===== src/hdl/lpfm_pkg.sv =====
// lpfm_pkg: types and constants for the LRU page frame manager.
// No dependencies.
`timescale 1ns / 1ps
package lpfm_pkg;

  localparam logic [1:0] CMD_READ   = 2'd0;
  localparam logic [1:0] CMD_WRITE  = 2'd1;
  localparam logic [1:0] CMD_SECTOR = 2'd2;
  localparam logic [1:0] CMD_ERROR  = 2'd3;

  localparam logic [1:0] LOAD_NONE = 2'd0;
  localparam logic [1:0] LOAD_FILL = 2'd1;
  localparam logic [1:0] LOAD_SWAP = 2'd2;
  localparam logic [1:0] LOAD_SRC  = 2'd3;

  typedef struct packed {
    logic [1:0]  command;
    logic [19:0] address;
    logic [31:0] img_base;
    logic [31:0] img_offset;
    logic        has_source;
    logic        source_is_image;
    logic        exec_fetch;
  } in_item_t;

  typedef struct packed {
    logic        status;
    logic        hit;
    logic [3:0]  frame;
    logic        write_back;
    logic [10:0] evicted_page;
    logic [10:0] write_slot;
    logic [1:0]  load_kind;
    logic [10:0] load_slot;
    logic [31:0] source_offset;
    logic [9:0]  load_bytes;
  } out_item_t;

  // controller -> datapath
  typedef struct packed {
    logic take;    // latch input item, start page read
    logic scan;    // compare one frame age
    logic owner;   // launch owner read
    logic commit;  // update tables, build result
  } dp_cmd_t;

  // datapath -> controller
  typedef struct packed {
    logic halt;    // halted or error command
    logic hit;
    logic scan_done;
    logic clr_done;
  } dp_sts_t;

endpackage


===== src/hdl/lpfm_ctrl.sv =====
// lpfm_ctrl: sequencer for lookup, victim scan and table commit.
// Depends on lpfm_pkg.
`timescale 1ns / 1ps
module lpfm_ctrl (
  input  logic               clk,
  input  logic               rst_n,
  input  logic               in_valid,
  output logic               in_ready,
  output logic               out_valid,
  input  logic               out_ready,
  output lpfm_pkg::dp_cmd_t  cmd,
  input  lpfm_pkg::dp_sts_t  sts
);
  typedef enum logic [6:0] {
    S_CLR    = 7'b0000001,
    S_IDLE   = 7'b0000010,
    S_LOOK   = 7'b0000100,
    S_SCAN   = 7'b0001000,
    S_OWNER  = 7'b0010000,
    S_COMMIT = 7'b0100000,
    S_OUT    = 7'b1000000
  } state_t;

  state_t state_r, state_nxt;

  assign in_ready  = (state_r == S_IDLE);
  assign out_valid = (state_r == S_OUT);

  always_comb begin
    state_nxt  = state_r;
    cmd        = '0;
    case (state_r)
      S_CLR: begin
        if (sts.clr_done) state_nxt = S_IDLE;
      end
      S_IDLE: begin
        if (in_valid) begin
          cmd.take  = 1'b1;
          state_nxt = S_LOOK;
        end
      end
      S_LOOK: begin
        if (sts.halt || sts.hit) begin
          cmd.commit = 1'b1;
          state_nxt  = S_OUT;
        end else begin
          state_nxt = S_SCAN;
        end
      end
      S_SCAN: begin
        cmd.scan = 1'b1;
        if (sts.scan_done) state_nxt = S_OWNER;
      end
      S_OWNER: begin
        cmd.owner = 1'b1;
        state_nxt = S_COMMIT;
      end
      S_COMMIT: begin
        cmd.commit = 1'b1;
        state_nxt  = S_OUT;
      end
      S_OUT: begin
        if (out_ready) state_nxt = S_IDLE;
      end
      default: state_nxt = S_IDLE;
    endcase
  end

  always_ff @(posedge clk) begin
    if (!rst_n) state_r <= S_CLR;
    else        state_r <= state_nxt;
  end

  a_onehot: assert property (@(posedge clk) disable iff (!rst_n) $onehot(state_r))
    else $error("state not one-hot");
  a_hold: assert property (@(posedge clk) disable iff (!rst_n)
    out_valid && !out_ready |=> out_valid)
    else $error("result dropped");
  a_excl: assert property (@(posedge clk) disable iff (!rst_n) !(in_ready && out_valid))
    else $error("accept while result pending");
endmodule


===== config.mk =====
export PLATFORM = sky130hd
export DESIGN_NAME = lpfm_ctrl
export DESIGN_NICKNAME = d
export VERILOG_FILES = /design/src/hdl/lpfm_pkg.sv /design/src/hdl/lpfm_ctrl.sv
export SDC_FILE = /design/constraint.sdc
export NUM_CORES = 1
export LEC_CHECK = 0
export BUFFER_PORTS_ARGS = -buffer_cell sky130_fd_sc_hd__clkbuf_2
export CORE_AREA = 2 2 39 41
export DETAILED_ROUTE_END_ITERATION = 8
export DIE_AREA = 0 0 41 43
export GPL_ROUTABILITY_DRIVEN = 0
export SETUP_SLACK_MARGIN = 0.15
export SYNTH_ARGS = -nofsm -noshare
export SYNTH_HDL_FRONTEND = slang
export SYNTH_SLANG_ARGS = --single-unit

===== constraint.sdc =====
create_clock -name clk -period 1.7 [get_ports clk]
set_clock_uncertainty 0.15 [all_clocks]
set_input_delay 0.085 -clock clk [delete_from_list [all_inputs] [get_ports clk]]
set_output_delay 0.085 -clock clk [all_outputs]
set_load 0.03 [all_outputs]

==> results of run 1 <==
-- repair_timing --
item,CTS,global route
setup buffers,3,1
resized for setup,25,11
endpoints found under the hold margin,4,0
hold buffers,4,0
pin swaps,8,4
endpoints found under the setup margin,10,10
gates cloned,0,0
-- cell type report --
cell class                      instances  area [sq um]  area share, %
Clock buffer                            4          26.3           3.19
Sequential cell                         7           155           18.8
Timing Repair Buffer                   29           264           32.1
Multi-Input combinational cell         44           354           43.0
Inverter                                1          3.75          0.456
Tap cell                               16          20.0           2.43
-- kinds of logic after synthesis --
family | Yosys count | share of synthesized area, %
compound gates | 9 | 15.5
xor+xnor | 1 | 1.90
buf+inv | 2 | 3.26
simple gates | 34 | 48.9
flops | 7 | 30.4
-- worst max path at each step --
stage	startpoint	endpoint	slack, ps	cells past startpoint
finish	state_r[1]	state_r[1]	-100	5
global route	state_r[1]	state_r[1]	-200	5
CTS	state_r[1]	state_r[1]	-90	5
detailed placement	state_r[5]	state_r[1]	-0.4	4
global placement	state_r[5]	state_r[5]	20	4
floorplan	state_r[5]	state_r[1]	20	4
-- metrics by stage --
step	setup TNS [ps]	area, sq um	util (%)
after floorplan	0	482	-
after global placement	0	616	44.5
after detailed placement	-0.419	616	44.5
after CTS	-313	792	57.2
after global routing	-700	823	59.5
final	-329	823	59.5
-- routing by layer --
layer	vias up	track usage, %	routed length, microns	part of all wire, %
met5	-	0	0	0
met4	0	4.00	0	0
met3	0	6.81	75	5.6
met2	15	30.3	677	51
met1	251	21.2	581	44
li1	264	-	-	-
-- critical path, cell delays in order (launching register included) --
cell	delay [ps]
dfxtp_2	330
nor4_4	280
buf_4	150
or4b_4	450
and3_4	180
a311oi_2	180
-- synth_stat cells, types with 2 or more instances --
cell type  number  area [sq um]
o211ai_1        4          30.0
nor3b_1         3          22.5
and4b_1         2          20.0
dfxtp_1         7           140
nor2_1          7          26.3
nand3_1         3          15.0
nand2b_1        3          18.8
and3_1          3          18.8
nand2_1         3          11.3
-- power groups by stage --
stage	Clock, mW	Combinational, mW	Sequential [mW]
6_report	0.153	0.143	0.178
5_1_grt	0.170	0.153	0.178
4_1_cts	0.156	0.130	0.178
3_5_place_dp	0	0.103	0.182
3_3_place_gp	0	0.101	0.182
2_1_floorplan	0	0.0694	0.179
==> results.sh, run 1 <==
export IMPL_clockBufferDepth=2
export IMPL_grt_pass1_wl_microns=2120
export IMPL_crit_required_ps=1710
export IMPL_grt_ovfl_total=0
export IMPL_pwr_density_cell_nw_per_um2=575
export IMPL_core_area_sq_um=1380
export IMPL_comb_power_share_pct=30.2
export IMPL_row_count=14
export IMPL_largest_register_ffs=7
export IMPL_max_cap_viol_count=0
export IMPL_yosys_warnings=0
export IMPL_regMostFlops="state_r"
export IMPL_antennaDiodeCount=0
export IMPL_fin_crit_ps=1800
export IMPL_dp_cells=89
export IMPL_finalNetCount=94
export IMPL_root_buffer="clkbuf_4"
export IMPL_worstSetupPathType="reg2reg"
export IMPL_initial_core_util_pct=33.3
export IMPL_dp_slack_ps=-0.419
export IMPL_reg_top3="state_r (7)"
export IMPL_ys_seq_elements=7
export IMPL_synth_edf_count=0
export IMPL_synth_flop_cell="dfxtp_1"
export IMPL_fmax_mhz=555
export IMPL_clk_latency_ps=250
export IMPL_tightest_slew_ps=261
export IMPL_finalMaxSlewViolations=0
export IMPL_avgSynthCellArea_sq_um=8.69
export IMPL_die_h_microns=43
export IMPL_finalHoldViolCount=0
export IMPL_r2r_slack_ps=-100
export IMPL_setup_viol=4
export IMPL_cts_sinks=7
export IMPL_area_growth_pct=78.8
export IMPL_p_leak_nw=0.350
export IMPL_die_w_microns=41
export IMPL_ant_nets=0
export IMPL_r2r_start="state_r[1]"
export IMPL_timing_hold_ws_ps=34.3
export IMPL_path_max_fanout=3
export IMPL_crit_path_end_kind="flip-flop"
export IMPL_drc=0
export IMPL_die_area_sq_um=1760
export IMPL_wl_microns=1330
export IMPL_dp_hpwl_microns=939
export IMPL_grt_pass1_vias=493
export IMPL_dr_total_vias=530
export IMPL_swShare_pct=28.8
export IMPL_min_path_type="in2reg"
export IMPL_grt_total_usage_pct=18.3
export IMPL_power_total_mw=0.474
export IMPL_seq_power_share_pct=37.6
export IMPL_clockPowerShare_pct=32.3
export IMPL_stdcell_count=101
export IMPL_worst_r2r_endpoint="state_r[1]"
export IMPL_ys_seq_area_share_pct=30.4
export IMPL_via_per_inst=5.25
export IMPL_rsz0062_at_grt="yes"
export IMPL_ys_types=27
export IMPL_antenna_found_initial=0
export IMPL_ios=14
export IMPL_cp_start_kind="flip-flop"
export IMPL_path_clk_slew_ps=60
export IMPL_whs_path_depth=3
export IMPL_io_buffers=13
export IMPL_finalCritPeriodShare_pct=106
export IMPL_ys_async_sr_fraction_pct=0
export IMPL_htree_levels=1
export IMPL_violations="negative setup slack"
export IMPL_ir_drop_uv=423
export IMPL_min_delay_start="sts[2]"
export IMPL_post_drt_wl_per_cell_microns=13.2
export IMPL_r2r_cells=5
export IMPL_netlist_area_sq_um=460
export IMPL_min_to="state_r[3]"
export IMPL_worst_ep_arrival_time_ps=1810
export IMPL_detail_route_first_pass_iterations=3
export IMPL_tritoncts="yes"
export IMPL_final_cell_mix="buf_4, clkbuf_2, buf_6"
export IMPL_grt_max_degree=9
export IMPL_numCtsBuffers=3
export IMPL_fillers=134
export IMPL_max_slew_margin_pct=82.5
export IMPL_final_common_cell="buf_4"
export IMPL_setup_ws_ps=-103
export IMPL_first_iter_violations=8
export IMPL_syn_inst=53
export IMPL_p_int_mw=0.337
export IMPL_syn_nets=61
export IMPL_drive_above_1_share_pct=55.3
export IMPL_status="complete, but fails checks"
export IMPL_switching_power_mw=0.136
No activity file was read; power rests on OpenSTA's default activity.
==> run 2: changes to the inputs <==
Settings changed: ABC_AREA set to 1.
==> run 2 against run 1 <==
Against the previous run:
- the flow now finishes without violations
- sequential power barely moved
- non-clock buffer count fell by 6
- worst setup slack improved by 310 ps
- cell area fell by 10%
- global-route usage fell by 4.0 points
- first-iteration DRC count rose to 2.6 times the previous value
- synthesized cell count rose by 42%
- largest power group unchanged
==> results.sh, run 2 <==
export IMPL_status="finished clean"
export IMPL_first_iter_violations=21
export IMPL_dp_slack_ps=330
export IMPL_finalNetCount=111
export IMPL_ys_async_sr_fraction_pct=0
export IMPL_cp_start_kind="flip-flop"
export IMPL_ys_seq_elements=7
export IMPL_setup_worst_path_start="state_r[0]"
export IMPL_syn_inst=75
export IMPL_ys_top_cells_by_count="inv_1, nand2_1, nor2_1"
export IMPL_crit_path_end_kind="output pin"
export IMPL_finalCritPeriodShare_pct=87.6
export IMPL_largest_register_ffs=7
export IMPL_r2r_start="state_r[0]"
export IMPL_max_slew_margin_pct=88.7
export IMPL_max_cap_viol_count=0
export IMPL_syn_nets=83
export IMPL_die_h_microns=43
export IMPL_netlist_area_sq_um=452
export IMPL_final_common_cell="inv_1"
export IMPL_via_per_inst=4.31
export IMPL_path_max_fanout=5
export IMPL_area_growth_pct=63.4
export IMPL_path_clk_slew_ps=60
export IMPL_synth_flop_cell="dfxtp_1"
export IMPL_root_buffer="clkbuf_4"
export IMPL_yosysMostFrequentCell="inv_1"
export IMPL_crit_required_ps=1460
export IMPL_wl_microns=1030
export IMPL_synth_top_cell_area_share_pct=31.0
export IMPL_worst_ep_arrival_time_ps=1250
export IMPL_fillers=133
export IMPL_drc=0
export IMPL_ys_types=13
export IMPL_reg_top3="state_r (7)"
export IMPL_post_drt_wl_per_cell_microns=8.74
export IMPL_setup_viol=0
export IMPL_finalMaxSlewViolations=0
export IMPL_initial_core_util_pct=32.6
export IMPL_grt_pass1_vias=434
export IMPL_htree_levels=1
export IMPL_clk_latency_ps=260
export IMPL_worstSetupPathType="reg2out"
export IMPL_clockBufferDepth=2
export IMPL_detail_route_first_pass_iterations=4
export IMPL_finalHoldViolCount=0
export IMPL_final_cell_mix="inv_1, nand2_1, clkbuf_2, nor2_1"
export IMPL_ir_drop_uv=373
export IMPL_fmax_mhz=672
export IMPL_avgSynthCellArea_sq_um=6.02
export IMPL_core_area_sq_um=1380
export IMPL_numCtsBuffers=3
export IMPL_dr_total_vias=509
export IMPL_grt_ovfl_total=0
export IMPL_cts_sinks=7
export IMPL_drive_above_1_share_pct=48.0
export IMPL_antenna_found_initial=0
export IMPL_fin_crit_ps=1490
export IMPL_grt_max_degree=6
export IMPL_dp_hpwl_microns=756
export IMPL_synth_edf_count=0
export IMPL_fin_setup_tns_ps=0
export IMPL_setup_ws_ps=211
export IMPL_synth_area_leaders="dfxtp_1, inv_1, nand2_1"
export IMPL_pwr_density_cell_nw_per_um2=581
export IMPL_p_leak_nw=0.378
export IMPL_regArea_sq_um=145
export IMPL_multi_input_area_sq_um=300
export IMPL_timing_hold_ws_ps=72.0
export IMPL_min_delay_start="out_ready"
export IMPL_ant_nets=0
export IMPL_ys_seq_area_share_pct=31.0
export IMPL_synth_top_area_cell="dfxtp_1"
export IMPL_grt_pass1_wl_microns=1650
export IMPL_yosys_warnings=0
export IMPL_die_area_sq_um=1760
export IMPL_tightest_slew_ps=170
export IMPL_io_buffers=13
export IMPL_regMostFlops="state_r"
export IMPL_row_count=14
export IMPL_ios=14
export IMPL_tritoncts="yes"
export IMPL_grt_total_usage_pct=14.3
export IMPL_rsz0062_at_grt="yes"
export IMPL_antennaDiodeCount=0
export IMPL_min_path_type="in2reg"
export IMPL_die_w_microns=41
run 2: cell count changes after synthesis, moves of 4 or more:
cell      change
inv_1        +15
nand2_1      +11
nand2_2       +6
nor2_1        +6
nor2_2        +6
o211ai_1      -4
run 2: layout make-up:
type | instances | area share (%)
multi-input combinational | 51 | 40.7
sequential | 7 | 19.7
clock buffer | 3 | 3.05
clock inverter | 1 | 0.678
timing repair buffer | 23 | 24.6
tap | 16 | 2.71
inverter | 17 | 8.64
run 2: final timing paths:
check	to	slack (ps)	cells after the start
max	cmd[0]	210	6
min	state_r[6]	70	6
min reg2reg	state_r[5]	340	2
max reg2reg	state_r[1]	260	9
run 2: through the flow:
stage	cells	power [mW]	utilization (%)	instance area, sq um
after floorplan	75	0.225	-	452
after global placement	104	0.244	38.8	537
after detailed placement	104	0.244	38.8	537
after CTS	115	0.415	47.8	662
after global routing	118	0.452	53.3	738
final	118	0.429	53.3	738
run 2: layer usage:
| layer | part of all wire (%) | vias up | GRT usage [%] |
|---|---|---|---|
| li1 | - | 275 | - |
| met1 | 44 | 218 | 15.9 |
| met2 | 49 | 12 | 22.2 |
| met3 | 3.1 | 4 | 2.09 |
| met4 | 3.5 | 0 | 12.0 |
| met5 | 0 | - | 0 |
run 2: cells by family after synthesis:
| kind of cell | share of synthesized area, % |
|---|---|
| buf+inv | 14.1 |
| simple gates | 52.6 |
| flops | 31.0 |
| compound gates | 2.21 |
run 2: worst max-delay path: stages, from the launching register on:
cell	delay [ps]
dfxtp_1	340
nor2_4	140
nand2_2	120
nor2_4	110
inv_1	60
nand2_1	100
buf_8	130
run 2: where the power goes:
part | internal (mW) | switching, mW
clock | 0.0863 | 0.0686
sequential | 0.171 | 0.00758
combinational | 0.0437 | 0.0520
run 2: repair_timing:
action | in CTS | in global routing
endpoints found under the setup margin | 2 | 6
pin swaps | 2 | 6
gates resized for setup | 10 | 22
hold buffers | 5 | 0
endpoints found under the hold margin | 6 | 0
setup buffers | 2 | 3
